<file path="src/rtl/segi_sqrt.sv">
module segi_sqrt #(
   parameter int RootBits = 21,
   parameter int StepBits = 2
) (
   input  logic                  clock,
   input  logic                  en,
   input  logic [2*RootBits-1:0] rad_i,
   output logic [RootBits-1:0]   root_o
);

   localparam int NB  = 2 * RootBits;
   localparam int RMB = RootBits + 2;
   localparam int TB  = RMB + 2;
   localparam int NST = (RootBits + StepBits - 1) / StepBits;

   logic [NB-1:0]       rad_ff  [NST];
   logic [RMB-1:0]      rem_ff  [NST];
   logic [RootBits-1:0] root_ff [NST];
   logic [NB-1:0]       rad_in  [NST];
   logic [RMB-1:0]      rem_in  [NST];
   logic [RootBits-1:0] root_in [NST];

   for (genvar s = 0; s < NST; s++) begin : g_stage
      always_comb begin
         logic [NB-1:0]       r_rad;
         logic [RMB-1:0]      r_rem;
         logic [RootBits-1:0] r_root;
         logic [TB-1:0]       t;
         logic [TB-1:0]       trial;
         if (s == 0) begin
            r_rad  = rad_i;
            r_rem  = '0;
            r_root = '0;
         end else begin
            r_rad  = rad_ff[s-1];
            r_rem  = rem_ff[s-1];
            r_root = root_ff[s-1];
         end
         for (int j = 0; j < StepBits; j++) begin
            if (s * StepBits + j < RootBits) begin
               t     = {r_rem, r_rad[NB-1 -: 2]};
               trial = {{(TB-RootBits-2){1'b0}}, r_root, 2'b01};
               if (t >= trial) begin
                  r_rem  = RMB'(t - trial);
                  r_root = {r_root[RootBits-2:0], 1'b1};
               end else begin
                  r_rem  = RMB'(t);
                  r_root = {r_root[RootBits-2:0], 1'b0};
               end
               r_rad = {r_rad[NB-3:0], 2'b00};
            end
         end
         rad_in[s]  = r_rad;
         rem_in[s]  = r_rem;
         root_in[s] = r_root;
      end

      always_ff @(posedge clock) begin
         if (en) begin
            rad_ff[s]  <= rad_in[s];
            rem_ff[s]  <= rem_in[s];
            root_ff[s] <= root_in[s];
         end
      end
   end

   assign root_o = root_ff[NST-1];

endmodule

</file>
<file path="config.mk">
export PLATFORM = sky130hd
export DESIGN_NAME = segi_sqrt
export DESIGN_NICKNAME = d
export VERILOG_FILES = /design/src/rtl/segi_sqrt.sv
export SDC_FILE = /design/constraint.sdc
export NUM_CORES = 1
export LEC_CHECK = 0
export ABC_AREA = 1
export BUFFER_PORTS_ARGS = -buffer_cell sky130_fd_sc_hd__buf_2
export CORE_MARGIN = 8
export CORE_UTILIZATION = 48
export CTS_BUF_LIST = sky130_fd_sc_hd__clkbuf_16
export DETAILED_ROUTE_END_ITERATION = 8
export PLACE_DENSITY_LB_ADDON = 0.05
export SETUP_SLACK_MARGIN = 0.4
export SLEW_MARGIN = 5
export SYNTH_ARGS = -nofsm -noshare
export SYNTH_HDL_FRONTEND = slang
export SYNTH_SLANG_ARGS = --single-unit
</file>
<file path="constraint.sdc">
create_clock -name clock -period 5.3 [get_ports clock]
set_input_delay 0.265 -clock clock [delete_from_list [all_inputs] [get_ports clock]]
set_output_delay 0.265 -clock clock [all_outputs]
set_load 0.03 [all_outputs]
</file>
==> results of run 1 <==
-- cells in the final DEF (no fill, tap or decap), types with 57 or more instances in the layout --
cell                        count
sky130_fd_sc_hd__xor2_1       126
sky130_fd_sc_hd__nor2_1       543
sky130_fd_sc_hd__clkbuf_16     61
sky130_fd_sc_hd__buf_4         57
sky130_fd_sc_hd__ha_1         248
sky130_fd_sc_hd__nand4_1      114
sky130_fd_sc_hd__o21ai_0      195
sky130_fd_sc_hd__nand3_1      365
sky130_fd_sc_hd__nor3_1        59
sky130_fd_sc_hd__nand2_1     1685
sky130_fd_sc_hd__edfxtp_1     547
sky130_fd_sc_hd__buf_2         63
sky130_fd_sc_hd__a21oi_1      270
sky130_fd_sc_hd__xnor2_1       68
sky130_fd_sc_hd__inv_1        784
-- layer usage --
metal  vias to the layer above  GRT usage (%)  wire length (um)  share of wire [%]
li1                      18000              -                 -                  -
met1                     16100           30.1             49700                 43
met2                       893           42.3             56100                 49
met3                       236           2.90              5230                4.5
met4                         2           9.55              4540                3.9
met5                         -              0                12              0.010
-- kinds of logic (layout without fill, tap and decap cells) --
family / Yosys count / after routing / share of synthesized area, %
other: 1 / 4 / 0.00932
AO/OA/AOI/OAI: 586 / 586 / 7.90
buffers and inverters: 854 / 1089 / 8.40
adder cells (fa/ha/maj): 250 / 250 / 7.77
flip-flops: 547 / 547 / 40.8
XOR/XNOR: 194 / 194 / 4.22
AND/OR/NAND/NOR: 2932 / 2932 / 30.9
-- sequential cells by signal, summed over array words and instances, names as in the netlist --
name and flops:
rem_ff 216, rad_ff 200, root_ff 131
-- through the flow --
step                      total power [W]  instances
final                              0.0194       6682
after CTS                          0.0194       6666
after global placement             0.0152       6507
after detailed placement           0.0152       6507
after global routing               0.0209       6682
after floorplan                    0.0125       5366
-- report_power, final --
part           internal (W)  switching (W)
combinational       0.00297        0.00608
sequential          0.00575       0.000534
clock               0.00226        0.00179
total                0.0110        0.00840
-- worst max path at each step --
stage                   startpoint  slack [ns]  cells after the start             to
floorplan            root_ff[4][6]        1.42                     25   rem_ff[5][7]
global placement    root_ff[7][12]        0.21                     24   rem_ff[8][0]
detailed placement   root_ff[7][0]        0.31                     20  rem_ff[8][18]
CTS                  root_ff[7][1]        0.40                     21   rem_ff[8][4]
global route        root_ff[6][10]        0.40                     27   rem_ff[7][2]
finish               rad_ff[7][39]        0.69                     21   rem_ff[8][0]
-- worst max-delay path, stage by stage, from the launching register on --
cell	delay, ns
sky130_fd_sc_hd__edfxtp_1	0.53
sky130_fd_sc_hd__inv_1	0.17
sky130_fd_sc_hd__ha_1	0.21
sky130_fd_sc_hd__inv_1	0.08
sky130_fd_sc_hd__nand3_1	0.08
sky130_fd_sc_hd__nand3_1	0.22
sky130_fd_sc_hd__a21oi_2	0.26
sky130_fd_sc_hd__o21ai_1	0.15
sky130_fd_sc_hd__a21oi_1	0.19
sky130_fd_sc_hd__xor2_1	0.16
sky130_fd_sc_hd__nand2_1	0.06
sky130_fd_sc_hd__o21ai_0	0.14
sky130_fd_sc_hd__inv_1	0.08
sky130_fd_sc_hd__ha_1	0.45
sky130_fd_sc_hd__nand2_1	0.23
sky130_fd_sc_hd__nor4_4	0.38
sky130_fd_sc_hd__nand3_1	0.15
sky130_fd_sc_hd__nand3_1	0.21
sky130_fd_sc_hd__nor3_2	0.07
sky130_fd_sc_hd__nand2_2	0.18
sky130_fd_sc_hd__buf_8	0.22
sky130_fd_sc_hd__xor2_1	0.10
-- cell type report --
class | count | area (um2)
timing repair buffer | 172 | 1350
clock buffer | 61 | 1530
multi-input combinational | 3965 | 20500
tap | 1080 | 1350
fill | 8059 | 38700
antenna | 1 | 2.50
clock inverter | 55 | 417
sequential | 547 | 16400
inverter | 799 | 3020
timing repair inverter | 2 | 15.0
-- repair_timing --
action                                  CTS  global route
buffers inserted                          1            13
endpoints found under the hold margin    43             0
endpoints found under the setup margin   19           118
pin swaps                                 0             2
cloned                                    0             2
hold buffers                             42             0
resized for setup                         2            41
==> summary.md, run 1 <==
| Metric | Value |
|---|---|
| Run status | `finished, final reports clean` |
| Placeable core area | `around 0.083 mm2` |
| Die span in x | `between 300 and 400 um` |
| Share of the yosys chip area belonging to registers | `40.8%` |
| Post-route DRC violation count | `0` |
| WHS Path Cells | `1` |
| Layout cells sized above 1 | `~6.6%` |
| Dpl cell area | `~0.042 mm2` |
| First-pass GRT wire length | `182000 um` |
| Final-layout worst hold slack | `about 0.13 ns` |
| Post-synthesis instance area | `slightly above 0.04 mm2` |
| Congestion Overflow GR | `0` |
| Vias in the first global route | `33900` |
| Placer's final routability congestion estimate | `0.972` |
| End-of-flow core utilization | `roughly 54%` |
| Cell types with the highest counts after synthesis | `1686 x sky130_fd_sc_hd__nand2_1, 777 x sky130_fd_sc_hd__inv_1, 549 x sky130_fd_sc_hd__nor2_1, 547 x sky130_fd_sc_hd__edfxtp_1, 366 x sky130_fd_sc_hd__nand3_1` |
| TritonCTS clock tree | `done` |
| Clock-pin slew of the registers on the worst-case setup and hold paths | `~0.060 ns` |
| Area of all placed cells without fillers | `about 0.045 mm2` |
| Global-route usage over all layers | `about a quarter` |
| Worst min-delay path class | `primary input to register` |
| Max VDD drop | `~350 uV` |
| Data arrival time of the critical path | `roughly 5 ns` |
| R2R cell count | `21` |
| Hold path start | `en` |
| Startpoint kind of the worst setup timing path | `register` |
| Post-layout minimum cycle time | `4.61 ns` |
| Largest area contributor in the netlist | `sky130_fd_sc_hd__edfxtp_1` |
| Destination of the worst hold path | `rad_ff[0][11]` |
| Total vias in the final route | `35200` |
| Nets | `a little under 6000` |
| Cell at the root of the clock tree | `sky130_fd_sc_hd__clkbuf_16` |
| Floorplan row count | `roughly 110` |
| Boundary pin count | `between 60 and 70` |
| Final period util | `a little under 90%` |
| Area grow syn2layout | `10.8%` |
| Pin slew with the least headroom to its limit | `between 0.8 and 0.9 ns` |
| I/O Buffers | `64` |
| Max Fanout on Critical Path | `23` |
| Setup WS post-layout | `around 0.7 ns` |
| Largest cells by area after synthesis | `sky130_fd_sc_hd__edfxtp_1 41%, sky130_fd_sc_hd__nand2_1 16%, sky130_fd_sc_hd__ha_1 7.8%, sky130_fd_sc_hd__inv_1 7.2%, sky130_fd_sc_hd__nor2_1 5.1%` |
| Origin of the critical flop-to-flop path | `rad_ff[7][39]` |
| Half-perimeter wire length after placement | `93200 um` |
| Register-to-register setup slack | `slightly below 0.7 ns` |
| Total count of max-transition violations in the final report | `0` |
| Setup TNS | `0 ns` |
| Setup violation total in the final timing report | `0` |
| Pin count of the biggest net entering global routing | `roughly 130` |
| Setup Crit Path Kind | `register to register` |
| Avg Vias per Cell | `approximately 5.3` |
| DIE HEIGHT | `around 310 um` |
| Initial antenna violation count | `4` |
| Crit. End Element | `register` |
| Share of the synthesized area in the top cell type | `just over 40%` |
| Wirelength per Cell | `between 15 and 20 um` |
| First-pass iteration count of the detailed router | `6` |
| Final hold violations | `0` |
| End of the worst register-to-register path | `rem_ff[8][0]` |
| Clock insertion delay at the later pin of the skew report | `0.66 ns` |
| RSZ-0062 raised after global routing | `no` |
| Dominant cell by count in the synthesized netlist | `sky130_fd_sc_hd__nand2_1` |
| Leakage power of the design | `approximately 21 nW` |
| Bufs on Longest Clock Path | `3` |
| Final wirelength | `approximately 120000 um` |
| Number of max-capacitance violations reported | `0` |
| FF+latch count, synth | `547` |
| H-tree levels | `2` |
| Initial core utilization | `between 40 and 50%` |
| Syn Area/Cell | `~7.5 um2` |
| DRT antenna net count | `0` |
| Achievable Freq | `217 MHz` |
| Number of clock sinks | `~550` |
| Count of mapped cells out of synthesis | `approximately 5400` |
| Number of flops mapped to enable cells by yosys | `~550` |
| DIE AREA | `0.0934 mm2` |
| Slew headroom | `between 40% and 50%` |
| Worst EP required | `approximately 5.7 ns` |
| Number of distinct library cells after synthesis | `56` |
| Async set-or-reset flop fraction in the synthesized netlist | `0%` |
| Post-route clock skew | `0.0479 ns` |
| Number of warnings reported in the yosys synthesis log | `0` |
| Power per Cell Area | `around 430 mW/mm2` |
| Pre-CTS setup slack | `roughly 0.31 ns` |
| Top_reg_cell synth | `sky130_fd_sc_hd__edfxtp_1` |
| TritonCTS buffer count | `61` |
| DRC marker count from the first detailed-route iteration | `approximately 2700` |
(Power assumes the default switching activity.)
==> run 2: changes to the inputs <==
Clock period 5.3 ns to 3.87 ns, I/O delays scaled along.
==> run 2 against run 1 <==
Against the previous run: the flow now finishes with violations (negative setup slack); sequential share of layout area is 9.5 points lower; core utilization grew 19 points; total power rose by 85%; final cell count rose by 16%; register-to-register slack got worse by 0.72 ns; cell area is 35% higher; clock power increased by 66%; count of clock-buffer cells in the layout grew 7; critical endpoint unchanged; setup slack got worse by 0.72 ns; flip-flop and latch count did not move; non-clock buffer count is 1058 higher.
==> summary.md, run 2 (synthesis results as in run 1) <==
| Metric | Value |
|---|---|
| Crit path launch | `rem_ff[7][4]` |
| R2R cell count | `24 (+14%)` |
| Area grow syn2layout | `49.3%` |
| Avg Vias per Cell | `5.25 (-0.18%)` |
| Sequential standard cell area | `0.0164 mm2 (unchanged)` |
| Violations in the final reports | `negative setup slack` |
| Data arrival time of the critical path | `4.26 ns (-0.75 ns)` |
| I/O Buffers | `64 (unchanged)` |
| H-tree levels | `3 (+1)` |
| Vias in the first global route | `37800 (+12%)` |
| Post-route clock skew | `0.0337 ns (-0.0143 ns)` |
| End of the worst register-to-register path | `rem_ff[8][0]` |
| Boundary pin count | `65 (unchanged)` |
| Pre-CTS setup slack | `-0.361 ns (-0.668 ns)` |
| DIE HEIGHT | `306 um (unchanged)` |
| Setup TNS | `-0.0535 ns (-0.0535 ns)` |
| Most frequent standard cell in the layout excluding fill and tap cells | `sky130_fd_sc_hd__nand2_1` |
| End-of-flow core utilization | `72.1% (+19 points)` |
| Setup WS post-layout | `-0.0230 ns (-0.718 ns)` |
| DRC marker count from the first detailed-route iteration | `2670 (-1.9%)` |
| Post-route DRC violation count | `0 (unchanged)` |
| Floorplan row count | `106 (unchanged)` |
| Final hold violations | `0 (unchanged)` |
| Cell with the most instances on the worst path | `sky130_fd_sc_hd__nand2_2` |
| Nets | `6919 (+18%)` |
| CP max-delay cell | `sky130_fd_sc_hd__edfxtp_1` |
| Bufs on Longest Clock Path | `3 (unchanged)` |
| Power per Cell Area | `596 mW/mm2 (+37%)` |
| Setup Crit Path Kind | `register to register` |
| Cell at the root of the clock tree | `sky130_fd_sc_hd__clkbuf_16` |
| Area of combinational cells with multiple inputs | `0.0267 mm2 (+30%)` |
| Max VDD drop | `394 uV (+14%)` |
| Initial core utilization | `48.3% (unchanged)` |
| Number of stages on the worst setup path | `24 (+14%)` |
| DRT antenna net count | `0 (unchanged)` |
| Capturing element of the worst setup path | `rem_ff[8][0]` |
| Max reg flops | `216 (unchanged)` |
| Setup violation total in the final timing report | `4 (+4)` |
| Die span in x | `306 um (unchanged)` |
| Register-to-register setup slack | `-0.02 ns (-0.72 ns)` |
| Slew headroom | `41.3% (-4.5 points)` |
| Number of clock sinks | `547 (unchanged)` |
| Wirelength per Cell | `17.8 um (+2.6%)` |
| Congestion Overflow GR | `0 (unchanged)` |
| Post-layout minimum cycle time | `3.89 ns (-0.712 ns)` |
| Clock-pin slew of the registers on the worst-case setup and hold paths | `0.06 ns (about the same)` |
| First-pass GRT wire length | `202000 um (+11%)` |
| First-pass iteration count of the detailed router | `6 (unchanged)` |
| Crit. End Element | `register` |
| Layout cells sized above 1 | `38.4% (+32 points)` |
| Commonest cells after routing, fill and taps aside | `1315 x sky130_fd_sc_hd__nand2_1, 1024 x sky130_fd_sc_hd__buf_4, 632 x sky130_fd_sc_hd__inv_1, 547 x sky130_fd_sc_hd__edfxtp_1, 437 x sky130_fd_sc_hd__nor2_1` |
| Total vias in the final route | `40800 (+16%)` |
| Leakage power of the design | `27.5 nW (+32%)` |
| Total count of max-transition violations in the final report | `0 (unchanged)` |
| Placeable core area | `0.0833 mm2 (unchanged)` |
| Register with the most flip-flops | `rem_ff` |
| Final wirelength | `138000 um (+19%)` |
| Buffer and inverter count on the worst path | `6 (+2)` |
| Achievable Freq | `257 MHz (+18%)` |
| Final period util | `101% (+14 points)` |
| Global-route usage over all layers | `26.9% (+2.8 points)` |
| Worst EP required | `4.24 ns (-1.46 ns)` |
| Biggest regs | `rem_ff (216), rad_ff (200), root_ff (131)` |
| Design Power | `0.0358 W (+85%)` |
| Worst min-delay path class | `primary input to register` |
| Number of max-capacitance violations reported | `0 (unchanged)` |
| Pin count of the biggest net entering global routing | `102 (-19%)` |
| Cell family with most CP delay | `simple AND/OR/NAND/NOR gates` |
| Clock insertion delay at the later pin of the skew report | `0.65 ns (about the same)` |
| Placer's final routability congestion estimate | `0.950 (-2.2%)` |
| RSZ-0062 raised after global routing | `yes` |
| Ordered cell list for the critical path | `ha_4 > nand2_2 > nand2_2 > nand2_2 > nand2_2 > inv_2 > nand3_4 > nand2_4 > nand3_4 > clkinv_8 > buf_8 > o21ai_2 > ha_4 > buf_4 > nand2_1 > inv_1 > a21oi_2 > nand3_2 > nand3_2 > nand2_4 > nand2_4 > nand2_8 > buf_6 > xor2_1` |
| Run status | `complete, but fails checks` |
| Origin of the critical flop-to-flop path | `rem_ff[7][4]` |
| Antenna Diode Count | `0 (-1)` |
| Max Fanout on Critical Path | `8 (-65%)` |
| TritonCTS buffer count | `67 (+9.8%)` |
| Half-perimeter wire length after placement | `101000 um (+8.4%)` |
| TritonCTS clock tree | `done` |
| Maximum single-stage delay on the critical path | `0.52 ns (about the same)` |
| Final-layout worst hold slack | `0.0869 ns (-0.0400 ns)` |
| Startpoint kind of the worst setup timing path | `register` |
| Initial antenna violation count | `1 (-3)` |
| Pin slew with the least headroom to its limit | `0.880 ns (+0.0677 ns)` |
| Fill cell count | `6505 (-19%)` |
| DIE AREA | `0.0934 mm2 (unchanged)` |
## run 2: changes by cell type in the layout (fill, tap and decap cells not counted), sizes merged
cell         before   now
buf             130  1176
bufbuf            0     1
bufinv            3    12
clkbuf           61    78
clkinv           37    22
diode             1     0
dlygate4sd3      42    43
inv             807   822
nand2          1725  1729
## run 2: repair_timing
action                                  CTS  global route
buffers inserted                        142           204
gates resized for setup                 507          1057
endpoints found under the hold margin    44             0
endpoints found under the setup margin  199           215
pin swaps                               136           427
hold buffers                             43             0
gates cloned                             16            19
## run 2: metal layers
layer / share of wire [%] / global-route usage (%)
met5: 0 / 0
met4: 3.9 / 9.74
met3: 4.6 / 2.94
met2: 49 / 46.8
met1: 42 / 34.4
## run 2: where the power goes
part / switching [W] / internal (W) / total [W]
combinational: 0.0112 / 0.00917 / 0.0204
sequential: 0.000835 / 0.00789 / 0.00872
clock: 0.00265 / 0.00406 / 0.00671
## run 2: how the worst min path moves through the flow
stage / startpoint / end / cells past startpoint
3_5_place_dp: rad_i[37] / rad_ff[0][39] / 1
6_report: en / rad_ff[0][26] / 1
2_1_floorplan: rad_i[8] / rad_ff[0][10] / 0
3_3_place_gp: rad_i[12] / rad_ff[0][14] / 1
4_1_cts: en / rad_ff[0][26] / 1
5_1_grt: en / rad_ff[0][26] / 1
## run 2: cell type report
cell class	count	share of cell area, %
well taps	1080	2.25
repair inverters	11	0.229
clock inverters	55	1.10
repair buffers	1230	16.6
flip-flops and latches	547	27.3
multi-input cells	3969	44.5
clock buffers	68	2.83
inverters	799	5.18
## run 2: per-stage QoR
step | std cells | instance area (um2)
after global placement | 7212 | 48100
after detailed placement | 7212 | 48100
after floorplan | 5366 | 41100
after global routing | 7759 | 60100
final | 7759 | 60100
after CTS | 7536 | 54100
